[src/hdl/ibt_pkg.sv]
// ----------------------------------------------------------------------------
// ibt_pkg
// Shared types and constants of the region-of-interest tracking table.
// ----------------------------------------------------------------------------
package ibt_pkg;

  localparam int COORD_BITS    = 12;
  localparam int COORD_MAX     = (1 << COORD_BITS) - 1;
  localparam int FRAME_BITS    = 13;
  localparam int PAD_BITS      = 8;
  localparam int LIMIT_BITS    = 8;
  localparam int COUNT_BITS    = 8;
  localparam int IDENT_BITS    = 16;
  localparam int CFG_IDX_BITS  = 3;
  localparam int CFG_DATA_BITS = 13;

  // arithmetic widths
  localparam int CLAMP_BITS = COORD_BITS + 3;      // padded coordinate, signed
  localparam int DIFF_BITS  = COORD_BITS + 1;      // x2 - x1, signed
  localparam int AREA_BITS  = 2 * COORD_BITS + 2;  // signed box area
  localparam int INTER_BITS = 2 * COORD_BITS;      // unsigned overlap area
  localparam int SUM_BITS   = 2 * COORD_BITS + 4;  // union and 5 * intersection

  // configuration register indexes
  localparam logic [CFG_IDX_BITS-1:0] CFG_BOX_PADDING   = 3'd0;
  localparam logic [CFG_IDX_BITS-1:0] CFG_FRAME_WIDTH   = 3'd1;
  localparam logic [CFG_IDX_BITS-1:0] CFG_FRAME_HEIGHT  = 3'd2;
  localparam logic [CFG_IDX_BITS-1:0] CFG_HISTORY_LIMIT = 3'd3;

  localparam logic [PAD_BITS-1:0]   BOX_PADDING_RST   = 8'd0;
  localparam logic [FRAME_BITS-1:0] FRAME_WIDTH_RST   = 13'd640;
  localparam logic [FRAME_BITS-1:0] FRAME_HEIGHT_RST  = 13'd480;
  localparam logic [LIMIT_BITS-1:0] HISTORY_LIMIT_RST = 8'd10;

  // operation codes
  localparam logic OP_TICK      = 1'b0;
  localparam logic OP_CANDIDATE = 1'b1;

  localparam logic [COUNT_BITS-1:0] COUNT_STEP = 8'd2;
  localparam logic [COUNT_BITS-1:0] COUNT_NEW  = 8'd1;

  typedef logic [COORD_BITS-1:0] coord_t;

  typedef struct packed {
    coord_t x1;
    coord_t y1;
    coord_t x2;
    coord_t y2;
  } box_t;

  typedef struct packed {
    logic [IDENT_BITS-1:0] ident;
    logic [COUNT_BITS-1:0] count;
    box_t                  box;
  } entry_t;

  typedef struct packed {
    logic   op;
    coord_t near_x;
    coord_t near_y;
    coord_t far_x;
    coord_t far_y;
  } in_item_t;

  typedef struct packed {
    logic [IDENT_BITS-1:0] region_id;
    logic                  matched;
    logic                  table_full;
  } out_item_t;

  typedef struct packed {
    logic busy;
    logic hit;
  } iou_status_t;

endpackage

[src/hdl/ibt_box_prep.sv]
// ----------------------------------------------------------------------------
// ibt_box_prep
// Pads the near and far points outward and clamps them into the frame.
// ----------------------------------------------------------------------------
module ibt_box_prep (
  input  ibt_pkg::in_item_t                 item,
  input  logic [ibt_pkg::PAD_BITS-1:0]      pad,
  input  logic [ibt_pkg::FRAME_BITS-1:0]    frame_w,
  input  logic [ibt_pkg::FRAME_BITS-1:0]    frame_h,
  output ibt_pkg::box_t                     box
);

  function automatic ibt_pkg::coord_t clamp_coord(
    input logic signed [ibt_pkg::CLAMP_BITS-1:0] v,
    input logic [ibt_pkg::FRAME_BITS-1:0]        size
  );
    logic [ibt_pkg::FRAME_BITS-1:0]        szm1;
    logic signed [ibt_pkg::CLAMP_BITS-1:0] hi;
    logic signed [ibt_pkg::CLAMP_BITS-1:0] r;
    szm1 = size - ibt_pkg::FRAME_BITS'(1);
    if (szm1 > ibt_pkg::FRAME_BITS'(ibt_pkg::COORD_MAX)) begin
      hi = ibt_pkg::CLAMP_BITS'(ibt_pkg::COORD_MAX);
    end else begin
      hi = $signed(ibt_pkg::CLAMP_BITS'(szm1));
    end
    // empty frame clamps everything to zero
    if (size == '0) begin
      r = '0;
    end else if (v > hi) begin
      r = hi;
    end else if (v < 0) begin
      r = '0;
    end else begin
      r = v;
    end
    return r[ibt_pkg::COORD_BITS-1:0];
  endfunction

  logic signed [ibt_pkg::CLAMP_BITS-1:0] pad_s;
  logic signed [ibt_pkg::CLAMP_BITS-1:0] x1_s, y1_s, x2_s, y2_s;

  always_comb begin
    pad_s = $signed(ibt_pkg::CLAMP_BITS'(pad));
    x1_s  = $signed(ibt_pkg::CLAMP_BITS'(item.near_x)) - pad_s;
    y1_s  = $signed(ibt_pkg::CLAMP_BITS'(item.near_y)) - pad_s;
    x2_s  = $signed(ibt_pkg::CLAMP_BITS'(item.far_x)) + pad_s;
    y2_s  = $signed(ibt_pkg::CLAMP_BITS'(item.far_y)) + pad_s;
    box.x1 = clamp_coord(x1_s, frame_w);
    box.y1 = clamp_coord(y1_s, frame_h);
    box.x2 = clamp_coord(x2_s, frame_w);
    box.y2 = clamp_coord(y2_s, frame_h);
  end

endmodule

[src/hdl/ibt_iou_unit.sv]
// ----------------------------------------------------------------------------
// ibt_iou_unit
// Two-stage overlap test of one stored entry per cycle against the candidate.
// ----------------------------------------------------------------------------
module ibt_iou_unit #(
  parameter int ADDR_BITS = 4
) (
  input  logic                                     clk,
  input  logic                                     rst_n,
  input  logic                                     flush,
  input  logic                                     in_valid,
  input  logic [ADDR_BITS-1:0]                     in_idx,
  input  ibt_pkg::entry_t                          in_entry,
  input  ibt_pkg::box_t                            cand_box,
  input  logic signed [ibt_pkg::AREA_BITS-1:0]     cand_area,
  output ibt_pkg::iou_status_t                     status,
  output logic [ADDR_BITS-1:0]                     hit_idx,
  output logic [ibt_pkg::IDENT_BITS-1:0]           hit_ident,
  output logic [ibt_pkg::COUNT_BITS-1:0]           hit_count
);

  ibt_pkg::coord_t                       lx, ly, hx, hy, dx, dy;
  logic signed [ibt_pkg::DIFF_BITS-1:0]  ex, ey;

  // stage 1: overlap extents and entry sides
  logic                                  s1_v_r;
  logic [ADDR_BITS-1:0]                  s1_idx_r;
  logic [ibt_pkg::IDENT_BITS-1:0]        s1_ident_r;
  logic [ibt_pkg::COUNT_BITS-1:0]        s1_count_r;
  ibt_pkg::coord_t                       s1_dx_r, s1_dy_r;
  logic signed [ibt_pkg::DIFF_BITS-1:0]  s1_ex_r, s1_ey_r;

  // stage 2: products
  logic                                  s2_v_r;
  logic [ADDR_BITS-1:0]                  s2_idx_r;
  logic [ibt_pkg::IDENT_BITS-1:0]        s2_ident_r;
  logic [ibt_pkg::COUNT_BITS-1:0]        s2_count_r;
  logic [ibt_pkg::INTER_BITS-1:0]        s2_inter_r;
  logic signed [ibt_pkg::AREA_BITS-1:0]  s2_area_r;

  logic signed [ibt_pkg::SUM_BITS-1:0]   inter_s, uni, five;

  always_comb begin
    lx = (in_entry.box.x1 > cand_box.x1) ? in_entry.box.x1 : cand_box.x1;
    ly = (in_entry.box.y1 > cand_box.y1) ? in_entry.box.y1 : cand_box.y1;
    hx = (in_entry.box.x2 < cand_box.x2) ? in_entry.box.x2 : cand_box.x2;
    hy = (in_entry.box.y2 < cand_box.y2) ? in_entry.box.y2 : cand_box.y2;
    dx = (hx > lx) ? hx - lx : '0;
    dy = (hy > ly) ? hy - ly : '0;
    ex = $signed({1'b0, in_entry.box.x2}) - $signed({1'b0, in_entry.box.x1});
    ey = $signed({1'b0, in_entry.box.y2}) - $signed({1'b0, in_entry.box.y1});
  end

  always_ff @(posedge clk) begin
    if (!rst_n) begin
      s1_v_r <= 1'b0;
      s2_v_r <= 1'b0;
    end else begin
      s1_v_r <= in_valid && !flush;
      s2_v_r <= s1_v_r && !flush;
    end
  end

  always_ff @(posedge clk) begin
    s1_idx_r   <= in_idx;
    s1_ident_r <= in_entry.ident;
    s1_count_r <= in_entry.count;
    s1_dx_r    <= dx;
    s1_dy_r    <= dy;
    s1_ex_r    <= ex;
    s1_ey_r    <= ey;
    s2_idx_r   <= s1_idx_r;
    s2_ident_r <= s1_ident_r;
    s2_count_r <= s1_count_r;
    s2_inter_r <= s1_dx_r * s1_dy_r;
    s2_area_r  <= s1_ex_r * s1_ey_r;
  end

  // IoU > 0.2 exactly: union > 0 and 5 * intersection > union
  always_comb begin
    inter_s = $signed(ibt_pkg::SUM_BITS'(s2_inter_r));
    uni     = ibt_pkg::SUM_BITS'(s2_area_r) + ibt_pkg::SUM_BITS'(cand_area) - inter_s;
    five    = (inter_s <<< 2) + inter_s;
    status.busy = s1_v_r || s2_v_r;
    status.hit  = s2_v_r && (uni > 0) && (five > uni);
  end

  assign hit_idx   = s2_idx_r;
  assign hit_ident = s2_ident_r;
  assign hit_count = s2_count_r;

endmodule

[src/hdl/iou_box_track_table.sv]
// ----------------------------------------------------------------------------
// iou_box_track_table
// Table of tracked boxes matched by IoU, held in one synchronous entry RAM.
// ----------------------------------------------------------------------------
//  channel | ports                           | transfer
//  --------+---------------------------------+--------------------------------
//  input   | start, busy, in_data            | start && !busy
//  result  | out_valid, out_data             | out_valid, one cycle, no stall
//  config  | cfg_we, cfg_idx, cfg_wdata      | cfg_we, write only
//
//  Frame tick: one RAM read-modify-write per filled entry. Candidate: padding,
//  area set-up, one read per cycle through the two-stage IoU unit until a hit,
//  write-back. The result is registered in the cycle after write-back.
//  Synchronous reset (rst_n low) empties the table; RAM content is not cleared.
//  The result side cannot stall; busy alone holds off new transactions.
// ----------------------------------------------------------------------------
module iou_box_track_table #(
  parameter int TABLE_DEPTH = 16
) (
  input  logic                                 clk,
  input  logic                                 rst_n,
  input  logic                                 start,
  output logic                                 busy,
  input  ibt_pkg::in_item_t                    in_data,
  output logic                                 out_valid,
  output ibt_pkg::out_item_t                   out_data,
  input  logic                                 cfg_we,
  input  logic [ibt_pkg::CFG_IDX_BITS-1:0]     cfg_idx,
  input  logic [ibt_pkg::CFG_DATA_BITS-1:0]    cfg_wdata
);

  localparam int AW = (TABLE_DEPTH > 1) ? $clog2(TABLE_DEPTH) : 1;
  localparam int CW = $clog2(TABLE_DEPTH + 1);

  typedef enum logic [5:0] {
    ST_IDLE = 6'b000001,
    ST_TICK = 6'b000010,
    ST_PREP = 6'b000100,
    ST_SCAN = 6'b001000,
    ST_UPD  = 6'b010000,
    ST_INS  = 6'b100000
  } state_t;

  state_t state_r, state_nxt;

  // configuration
  logic [ibt_pkg::PAD_BITS-1:0]   pad_r;
  logic [ibt_pkg::FRAME_BITS-1:0] frame_w_r, frame_h_r;
  logic [ibt_pkg::LIMIT_BITS-1:0] limit_r;

  logic [CW-1:0]                  fill_r;
  logic [ibt_pkg::IDENT_BITS-1:0] highest_r;
  logic [CW-1:0]                  iss_r;
  logic                           rv0_r;
  logic [AW-1:0]                  ra0_r;

  ibt_pkg::box_t                         prep_box, cand_box_r;
  logic signed [ibt_pkg::DIFF_BITS-1:0]  cand_dx, cand_dy;
  logic signed [ibt_pkg::AREA_BITS-1:0]  cand_area_r;

  logic [AW-1:0]                  m_idx_r;
  logic [ibt_pkg::IDENT_BITS-1:0] m_ident_r;
  logic [ibt_pkg::COUNT_BITS-1:0] m_count_r;

  logic                           out_valid_r;
  ibt_pkg::out_item_t             out_data_r;

  // entry RAM
  ibt_pkg::entry_t mem [TABLE_DEPTH];
  ibt_pkg::entry_t rd_q;
  logic [AW-1:0]   rd_addr;
  logic            we;
  logic [AW-1:0]   wa;
  ibt_pkg::entry_t wd;

  ibt_pkg::iou_status_t           iou_st;
  logic [AW-1:0]                  hit_idx;
  logic [ibt_pkg::IDENT_BITS-1:0] hit_ident;
  logic [ibt_pkg::COUNT_BITS-1:0] hit_count;

  logic                            accept, issue, more, full;
  logic [ibt_pkg::COUNT_BITS:0]    sat_sum;
  logic [ibt_pkg::COUNT_BITS-1:0]  sat_count;
  logic [ibt_pkg::IDENT_BITS-1:0]  id_inc, new_id;

  ibt_box_prep u_prep (
    .item    (in_data),
    .pad     (pad_r),
    .frame_w (frame_w_r),
    .frame_h (frame_h_r),
    .box     (prep_box)
  );

  ibt_iou_unit #(
    .ADDR_BITS (AW)
  ) u_iou (
    .clk       (clk),
    .rst_n     (rst_n),
    .flush     (state_r != ST_SCAN),
    .in_valid  (rv0_r && (state_r == ST_SCAN)),
    .in_idx    (ra0_r),
    .in_entry  (rd_q),
    .cand_box  (cand_box_r),
    .cand_area (cand_area_r),
    .status    (iou_st),
    .hit_idx   (hit_idx),
    .hit_ident (hit_ident),
    .hit_count (hit_count)
  );

  assign accept  = start && (state_r == ST_IDLE);
  assign busy    = (state_r != ST_IDLE);
  assign more    = (iss_r < fill_r);
  assign full    = (fill_r == CW'(TABLE_DEPTH));
  assign rd_addr = iss_r[AW-1:0];

  always_comb begin
    unique case (state_r)
      ST_TICK: issue = more;
      ST_SCAN: issue = more && !iou_st.hit;
      default: issue = 1'b0;
    endcase
  end

  always_comb begin
    cand_dx   = $signed({1'b0, cand_box_r.x2}) - $signed({1'b0, cand_box_r.x1});
    cand_dy   = $signed({1'b0, cand_box_r.y2}) - $signed({1'b0, cand_box_r.y1});
    sat_sum   = {1'b0, m_count_r} + {1'b0, ibt_pkg::COUNT_STEP};
    sat_count = (sat_sum > {1'b0, limit_r}) ? limit_r : sat_sum[ibt_pkg::COUNT_BITS-1:0];
    id_inc    = highest_r + ibt_pkg::IDENT_BITS'(1);
    // id zero is reserved for the full answer
    new_id    = (id_inc == '0) ? ibt_pkg::IDENT_BITS'(1) : id_inc;
  end

  // RAM write port
  always_comb begin
    we = 1'b0;
    wa = ra0_r;
    wd = rd_q;
    unique case (state_r)
      ST_TICK: begin
        we = rv0_r;
        wa = ra0_r;
        wd = rd_q;
        if (rd_q.count != '0) begin
          wd.count = rd_q.count - ibt_pkg::COUNT_BITS'(1);
        end
      end
      ST_UPD: begin
        we       = 1'b1;
        wa       = m_idx_r;
        wd.ident = m_ident_r;
        wd.count = sat_count;
        wd.box   = cand_box_r;
      end
      ST_INS: begin
        we       = !full;
        wa       = fill_r[AW-1:0];
        wd.ident = new_id;
        wd.count = ibt_pkg::COUNT_NEW;
        wd.box   = cand_box_r;
      end
      default: begin
        we = 1'b0;
      end
    endcase
  end

  always_ff @(posedge clk) begin
    if (we) begin
      mem[wa] <= wd;
    end
    rd_q <= mem[rd_addr];
  end

  always_comb begin
    state_nxt = state_r;
    unique case (state_r)
      ST_IDLE: begin
        if (start) begin
          state_nxt = (in_data.op == ibt_pkg::OP_CANDIDATE) ? ST_PREP : ST_TICK;
        end
      end
      ST_TICK: begin
        if (!more && !rv0_r) begin
          state_nxt = ST_IDLE;
        end
      end
      ST_PREP: state_nxt = ST_SCAN;
      ST_SCAN: begin
        priority if (iou_st.hit) begin
          state_nxt = ST_UPD;
        end else if (!more && !rv0_r && !iou_st.busy) begin
          state_nxt = ST_INS;
        end
      end
      ST_UPD:  state_nxt = ST_IDLE;
      ST_INS:  state_nxt = ST_IDLE;
      default: state_nxt = ST_IDLE;
    endcase
  end

  // control state
  always_ff @(posedge clk) begin
    if (!rst_n) begin
      state_r     <= ST_IDLE;
      pad_r       <= ibt_pkg::BOX_PADDING_RST;
      frame_w_r   <= ibt_pkg::FRAME_WIDTH_RST;
      frame_h_r   <= ibt_pkg::FRAME_HEIGHT_RST;
      limit_r     <= ibt_pkg::HISTORY_LIMIT_RST;
      fill_r      <= '0;
      highest_r   <= '0;
      iss_r       <= '0;
      rv0_r       <= 1'b0;
      out_valid_r <= 1'b0;
    end else begin
      state_r     <= state_nxt;
      rv0_r       <= issue;
      out_valid_r <= (state_r == ST_UPD) || (state_r == ST_INS);
      if (accept) begin
        iss_r <= '0;
      end else if (issue) begin
        iss_r <= iss_r + CW'(1);
      end
      if ((state_r == ST_INS) && !full) begin
        fill_r    <= fill_r + CW'(1);
        highest_r <= new_id;
      end
      if (cfg_we) begin
        unique case (cfg_idx)
          ibt_pkg::CFG_BOX_PADDING:   pad_r     <= cfg_wdata[ibt_pkg::PAD_BITS-1:0];
          ibt_pkg::CFG_FRAME_WIDTH:   frame_w_r <= cfg_wdata;
          ibt_pkg::CFG_FRAME_HEIGHT:  frame_h_r <= cfg_wdata;
          ibt_pkg::CFG_HISTORY_LIMIT: limit_r   <= cfg_wdata[ibt_pkg::LIMIT_BITS-1:0];
          default: ;
        endcase
      end
    end
  end

  // payload
  always_ff @(posedge clk) begin
    ra0_r <= rd_addr;
    if (accept) begin
      cand_box_r <= prep_box;
    end
    if (state_r == ST_PREP) begin
      cand_area_r <= cand_dx * cand_dy;
    end
    if (iou_st.hit && (state_r == ST_SCAN)) begin
      m_idx_r   <= hit_idx;
      m_ident_r <= hit_ident;
      m_count_r <= hit_count;
    end
    unique case (state_r)
      ST_UPD: begin
        out_data_r.region_id  <= m_ident_r;
        out_data_r.matched    <= 1'b1;
        out_data_r.table_full <= 1'b0;
      end
      ST_INS: begin
        out_data_r.region_id  <= full ? '0 : new_id;
        out_data_r.matched    <= 1'b0;
        out_data_r.table_full <= full;
      end
      default: ;
    endcase
  end

  assign out_valid = out_valid_r;
  assign out_data  = out_data_r;

  a_fill_bound: assert property (@(posedge clk) disable iff (!rst_n)
    fill_r <= CW'(TABLE_DEPTH))
    else $error("fill level beyond table depth");

  a_ident_live: assert property (@(posedge clk) disable iff (!rst_n)
    (fill_r != '0) |-> (highest_r != '0))
    else $error("filled table with zero highest identifier");

  a_result_kind: assert property (@(posedge clk) disable iff (!rst_n)
    out_valid |-> !(out_data.matched && out_data.table_full)
                  && (out_data.table_full == (out_data.region_id == '0)))
    else $error("inconsistent result flags");

  a_no_issue_idle: assert property (@(posedge clk) disable iff (!rst_n)
    (state_r == ST_IDLE) |-> !rv0_r && !iou_st.busy)
    else $error("scan activity while idle");

  a_result_one_cycle: assert property (@(posedge clk) disable iff (!rst_n)
    out_valid |-> (state_r == ST_IDLE) && $past(state_r == ST_UPD || state_r == ST_INS))
    else $error("result without write-back");

endmodule
[config.mk]
export PLATFORM = sky130hd
export DESIGN_NAME = iou_box_track_table
export DESIGN_NICKNAME = d
export VERILOG_FILES = /design/src/hdl/ibt_pkg.sv /design/src/hdl/ibt_box_prep.sv /design/src/hdl/ibt_iou_unit.sv /design/src/hdl/iou_box_track_table.sv
export SDC_FILE = /design/constraint.sdc
export NUM_CORES = 2
export LEC_CHECK = 0
export BUFFER_PORTS_ARGS = -buffer_cell sky130_fd_sc_hd__clkbuf_2
export CAP_MARGIN = 20
export CORE_MARGIN = 2
export CORE_UTILIZATION = 30
export CTS_CLUSTER_DIAMETER = 50
export DETAILED_ROUTE_END_ITERATION = 7
export MAX_ROUTING_LAYER = met4
export PLACE_DENSITY_LB_ADDON = 0.12
export SLEW_MARGIN = 10
export SYNTH_ARGS = -nofsm -noshare
export SYNTH_HDL_FRONTEND = slang
export SYNTH_SLANG_ARGS = --single-unit
[constraint.sdc]
create_clock -name clk -period 19.8 [get_ports clk]
set_input_delay 1.98 -clock clk [delete_from_list [all_inputs] [get_ports clk]]
set_output_delay 1.98 -clock clk [all_outputs]
set_load 0.05 [all_outputs]
-- After elaboration in Yosys (flattened, before gate mapping)
Memories as Yosys holds them, arrays and structs flattened. A register that Yosys moved wholly into a read port is not among the register bits.
Index checks and enable logic that the tools add are counted.
- add/subtract/negate cells: 20
- multiply operators: 3
- $lt $le $gt $ge: 20
- equality and inequality tests: 15
- mux-type cells: 31
- bitwise logic cells: 1
- reductions and logical operators: 31
- operators with widths (cell ; number):
    $pmux W72 S3 ; 1
    $mux W12 ; 12
    $lt A13 B1 Y1 const B ; 4
    $mul A13 B13 Y26 ; 2
    $sub A12 B12 Y13 ; 4
    $gt A12 B12 Y1 ; 4
    $pmux W18 S2 ; 1
    $mux W16 ; 2
    $gt A13 B14 Y1 ; 2
    $gt A28 B1 Y1 const B ; 1
    $gt A28 B28 Y1 ; 1
    $sub A27 B25 Y28 ; 1
    $add A26 B24 Y27 ; 1
    $add A26 B26 Y27 ; 1
    $add A12 B8 Y13 ; 2
    $gt A13 B12 Y1 const B ; 2
    $gt A13 B13 Y1 ; 2
    $logic_not A13 Y1 ; 2
    $mux W13 ; 2
    $sub A12 B8 Y13 ; 2
    $sub A13 B1 Y13 const B ; 2
    $lt A12 B12 Y1 ; 2
    $mul A12 B12 Y24 ; 1
    $mux W6 ; 4
    38 further kinds ; 63
- bits in registers: 358
- bits in writable memories: 1152
- input port bits: 69
- output and inout bits: 20
- word-level logic and storage cells: 158
- memories kept: 1
- memories (memory ; depth ; bits a word ; read ports ; clocked after Yosys merged registers in ; wr ports ; line ; RTL):
    mem ; 16 ; 72 ; 1 ; 1 ; 1 ; iou_box_track_table.sv:69 ; ibt_pkg::entry_t mem [TABLE_DEPTH];

-- Depth between registers and ports, before layout
- depth in word-level cells: 8
- gate-level depth with buffers: 36
- depth with buffers taken out: 35

-- By module
Synthesis repeated with hierarchy kept, for this count alone.
- cell total of the unflattened synthesis: 6586
- area total of the unflattened synthesis: 87081.0 µm²
- modules (own cells, without submodules) (module ; times used ; cells each ; area each (µm²) ; seq. area each (µm²)):
    iou_box_track_table ; 1 ; 3515 ; 61215.0 ; 41239.6
    ibt_iou_unit ; 1 ; 2477 ; 21693.3 ; 3163.0
    ibt_box_prep ; 1 ; 594 ; 4172.8 ; 0.0

-- Worst setup path after synthesis
Ideal clock, no wire load.
- path type: register to register
- from: reg cand_box_r[37] (netlist name)
- to: reg cand_area_r[24] (netlist name) (data pin)
- setup time: 258 ps
- arrival time: 7907 ps
- data required time: 19542 ps
- slack: 11636 ps
- cell stages (with the launch flop): 35
- buffers on the path: 0
- period minus slack after synthesis: 8164 ps
- cell sequence: edfxtp_1 inv_1 ha_1 nor2b_1 o21ai_0 a21oi_1 o21ai_0 nand2b_1 a21o_1 a21o_1 a21o_1 a21o_1 a31oi_1 xor2_1 nor2_1 fa_1 inv_1 fa_1 inv_1 fa_1 fa_1 fa_1 inv_1 fa_1 inv_1 ha_1 and3_1 a21oi_1 o21ai_0 o41ai_1 o21ai_0 o31ai_1 o211ai_1 a21oi_1 xnor2_1
- longest elaborated chain between the ends: 2
- ends and longest elaborated chain (element ; line ; RTL):
    start, declared ; iou_box_track_table.sv:57 ; ibt_pkg::box_t prep_box, cand_box_r;
    start signal, assigned ; iou_box_track_table.sv:245 ; cand_box_r <= prep_box;
    $sub A12 B12 Y13 ; iou_box_track_table.sv:126 ; cand_dx = $signed({1'b0, cand_box_r.x2}) - $signed({1'b0, cand_box_r.x1});
    $mul A13 B13 Y26 ; iou_box_track_table.sv:248 ; cand_area_r <= cand_dx * cand_dy;
    end signal, assigned ; iou_box_track_table.sv:248 ;
    end, declared ; iou_box_track_table.sv:59 ; logic signed [ibt_pkg::AREA_BITS-1:0] cand_area_r;
Every way passes these cells.
A chain may end at the register's enable or synchronous reset.

-- Worst setup path in the final report
- from: reg cand_box_r[24] (netlist name)
- to: reg cand_area_r[24] (netlist name) (data pin)
- longest elaborated chain between the ends: 2
- ends and longest elaborated chain (element ; line ; RTL):
    $sub A12 B12 Y13 ; iou_box_track_table.sv:127 ; cand_dy = $signed({1'b0, cand_box_r.y2}) - $signed({1'b0, cand_box_r.y1});
    $mul A13 B13 Y26 ; iou_box_track_table.sv:248 ;
Every way passes these cells.

==> impl_metrics.tcl <==
set metrics [dict create \
    critPathMaxStageDelay_ns 0.58 \
    grt.total_usage_pct 17.6 \
    synthMuxAreaShare_pct 10.3 \
    synth_edf_count 1136 \
    arrival_ns 9.91 \
    grt_max_degree 102 \
    core-area_um2 263000 \
    die-area_um2 269000 \
    hp-start "u_iou.s1_idx_r[2]$_DFF_P_" \
    synth_top_family_by_area "adder cells" \
    dr_total_vias 46900 \
    async_flop_share_pct 0 \
    post-cts-setup-buffer-count 0 \
    hold_end "u_iou.hit_idx[2]$_DFF_P_" \
    synth_flop_cell "edfxtp_1" \
    routed_wl_um 231000 \
    status "completed" \
    area.growth.synth_to_final_pct 14.1 \
    period_share_pct 47.3 \
    worst_r2r_endpoint "cand_area_r[24]$_DFFE_PP_" \
    synth_seq_area_share_pct 49.9 \
    port_buffers 88 \
    ys_types 87 \
    netlist_instances 5989 \
    grt_pass1_wl_um 344000 \
    fmax_mhz 107 \
    ctsHoldBuffers 0 \
    yosysWarningCount 0 \
    grt_pass1_vias 50000 \
    cp-start-kind "flop" \
    finalMaxSlewViolations 0 \
    start_util_pct 30.2 \
    final_common_cell "edfxtp_1" \
    synth_seq_cells 1414 \
    fin_worst_skew_ns 0.123 \
    grt_overflow 0 \
    wl_per_cell_um 23.4 \
    rsz0062_at_grt "no" \
    drt-vias-per-instance 4.75 \
    drc 0 \
    cts_root_buf "clkbuf_16" \
    synthSimpleGateAreaFrac_pct 7.94 \
    cp-end-kind "flop" \
    finalSetupViolations 0 \
    io-pin-count 89 \
    first_iter_violations 2885 \
    rrSetupSlack_ns 10.43 \
    tritoncts.num_buffers 183 \
    finalNetCount 7215 \
    dp_hpwl_um 159000 \
    fillers 25900 \
    relSlewSlack_pct 26.9 \
    worst_pin_slew_ns 1.10 \
    drv_cap 0 \
    tns_ns 0 \
    hold_class "flop to flop" \
    syn_area_um2 79500 \
    std_cell_rows 188 \
    critPathRequiredTime_ns 20.34 \
    min_period_ns 9.37 \
    synthAdderAreaFrac_pct 19.2 \
    avgSynthCellArea_um2 13.3 \
    cts_max_path_buffers 4 \
    synth_xor_area_share_pct 2.57 \
    die_w_um 519 \
    h-tree-depth 4 \
    layout_common_cells "edfxtp_1, inv_1, nand2_1" \
    drive_above_1_share_pct 14.3 \
    reg2reg_depth 33 \
    antenna_found_initial 11 \
    reg2reg_from "cand_box_r[24]$_SDFFCE_PN0P_" \
    postRouteAntennaNets 0 \
    cts_tree "built" \
    crit_top_cell "fa_1" \
    min_path_cells 0 \
    fp.dieH_um 519 \
    clock-sinks 1414 \
    synth-compound-area-share_pct 5.56 \
    place_congestion 0.875 \
    critical_path_peak_fanout 14 \
    worstSetupPathType "flop to flop" \
    worstSkewPairLatency_ns 0.87 \
    hold_viol_final 0 \
    cp_slowest_cell "o41ai_1" \
    drt_first_pass_iters 6 \
    path_clk_slew_ns 0.06 \
    cts_resized 0 \
]
how the worst max path moves through the flow:
stage / endpoint / cells after the start / start / slack [ns]
after floorplan: cand_area_r[24]$_DFFE_PP_ / 34 / cand_box_r[37]$_SDFFCE_PN0P_ / 11.64
after global placement: cand_area_r[24]$_DFFE_PP_ / 33 / cand_box_r[24]$_SDFFCE_PN0P_ / 10.50
after detailed placement: cand_area_r[24]$_DFFE_PP_ / 33 / cand_box_r[24]$_SDFFCE_PN0P_ / 10.47
after CTS: cand_area_r[24]$_DFFE_PP_ / 33 / cand_box_r[24]$_SDFFCE_PN0P_ / 10.40
after global routing: cand_area_r[24]$_DFFE_PP_ / 33 / cand_box_r[24]$_SDFFCE_PN0P_ / 9.74
final: cand_area_r[24]$_DFFE_PP_ / 33 / cand_box_r[24]$_SDFFCE_PN0P_ / 10.43
critical path, delay by kind of cell, from the launching register on:
family | cells | cell delay [ns]
xor+xnor | 1 | 0.08
simple gates | 6 | 1.23
compound gates | 14 | 3.32
fa+ha+maj | 9 | 3.84
buf+inv | 3 | 0.14
flops | 1 | 0.43
area by class of cell:
| class | instances | area (um2) | area share, % |
|---|---|---|---|
| clock inverter | 86 | 868 | 0.958 |
| multi-input combinational | 3634 | 36400 | 40.2 |
| tap | 3515 | 4400 | 4.85 |
| inverter | 746 | 2800 | 3.09 |
| clock buffer | 242 | 5000 | 5.52 |
| timing repair buffer | 222 | 1470 | 1.62 |
| antenna | 7 | 17.5 | 0.0193 |
| sequential | 1414 | 39700 | 43.8 |
cells in the mapped netlist (8+ instances only):
| cell type | instances | area, um2 |
|---|---|---|
| edfxtp_1 | 1136 | 34100 |
| inv_1 | 745 | 2800 |
| nand2_1 | 557 | 2090 |
| ha_1 | 486 | 6080 |
| fa_1 | 459 | 9190 |
| mux4_2 | 320 | 7210 |
| nor2_1 | 295 | 1110 |
| dfxtp_1 | 278 | 5570 |
| o21ai_0 | 183 | 916 |
| clkbuf_1 | 159 | 597 |
| xnor2_1 | 152 | 1330 |
| a21oi_1 | 150 | 751 |
| and2_1 | 143 | 895 |
| a21o_1 | 105 | 788 |
| xor2_1 | 81 | 709 |
| mux2i_1 | 71 | 711 |
| nand2b_1 | 65 | 407 |
| nand3_1 | 59 | 295 |
| a21boi_0 | 55 | 413 |
| nor2b_1 | 52 | 325 |
| nor3_1 | 48 | 240 |
| buf_1 | 34 | 128 |
| nand4_1 | 33 | 206 |
| o21bai_1 | 30 | 225 |
| o21a_1 | 27 | 203 |
| mux2_2 | 25 | 282 |
| and3_1 | 23 | 144 |
| or3_1 | 21 | 131 |
| a22oi_1 | 18 | 135 |
| a211oi_1 | 16 | 120 |
| a31oi_1 | 12 | 75.1 |
| or2_2 | 12 | 75.1 |
| nor4_1 | 11 | 68.8 |
| o211ai_1 | 9 | 67.6 |
| or4_1 | 9 | 67.6 |
| nor3b_1 | 8 | 60.1 |
routing by layer:
layer	track usage [%]	up-vias	routed length, um
li1	-	21600	-
met1	23.1	24200	105000
met2	29.0	800	112000
met3	1.99	292	8060
met4	4.91	0	6500
met5	-	-	0
per-stage QoR:
stage / instances / worst slack, ns / area, um2 / util, % / hold slack (ns)
finish: 9866 / 10.43 / 90700 / 34.5 / 0.322
global route: 9866 / 9.74 / 90700 / 34.5 / 0.328
CTS: 9849 / 10.40 / 90600 / 34.4 / 0.313
detailed placement: 9521 / 10.47 / 84700 / 32.2 / 0.315
global placement: 9516 / 10.50 / 84600 / 32.2 / 0.310
floorplan: 5990 / 11.64 / 79500 / - / 0.310
cells by family after synthesis:
kind of cell,after synthesis
other cells,1
xor+xnor,233
buf+inv,942
mux,416
compound gates,682
flops,1414
fa+ha+maj,945
simple gates,1356
registers in the layout, indices dropped and copies added (netlist names), 6 cells and up:
name              cells
out_data             18
state_r               6
m_ident_r            16
frame_h_r            13
u_iou.s2_area_r      26
u_iou.s1_dx_r        12
pad_r                 8
cand_area_r          26
u_iou.s1_ident_r     16
u_iou.s1_ey_r        13
highest_r            16
u_iou.s1_dy_r        12
u_iou.s1_ex_r        13
cand_box_r           48
frame_w_r            13
u_iou.hit_ident      16
mem                1024
u_iou.s2_inter_r     24
rd_q                 64
Power is not shown: default switching activity piles up to over one toggle a cycle in this logic, so the estimate is an artifact.
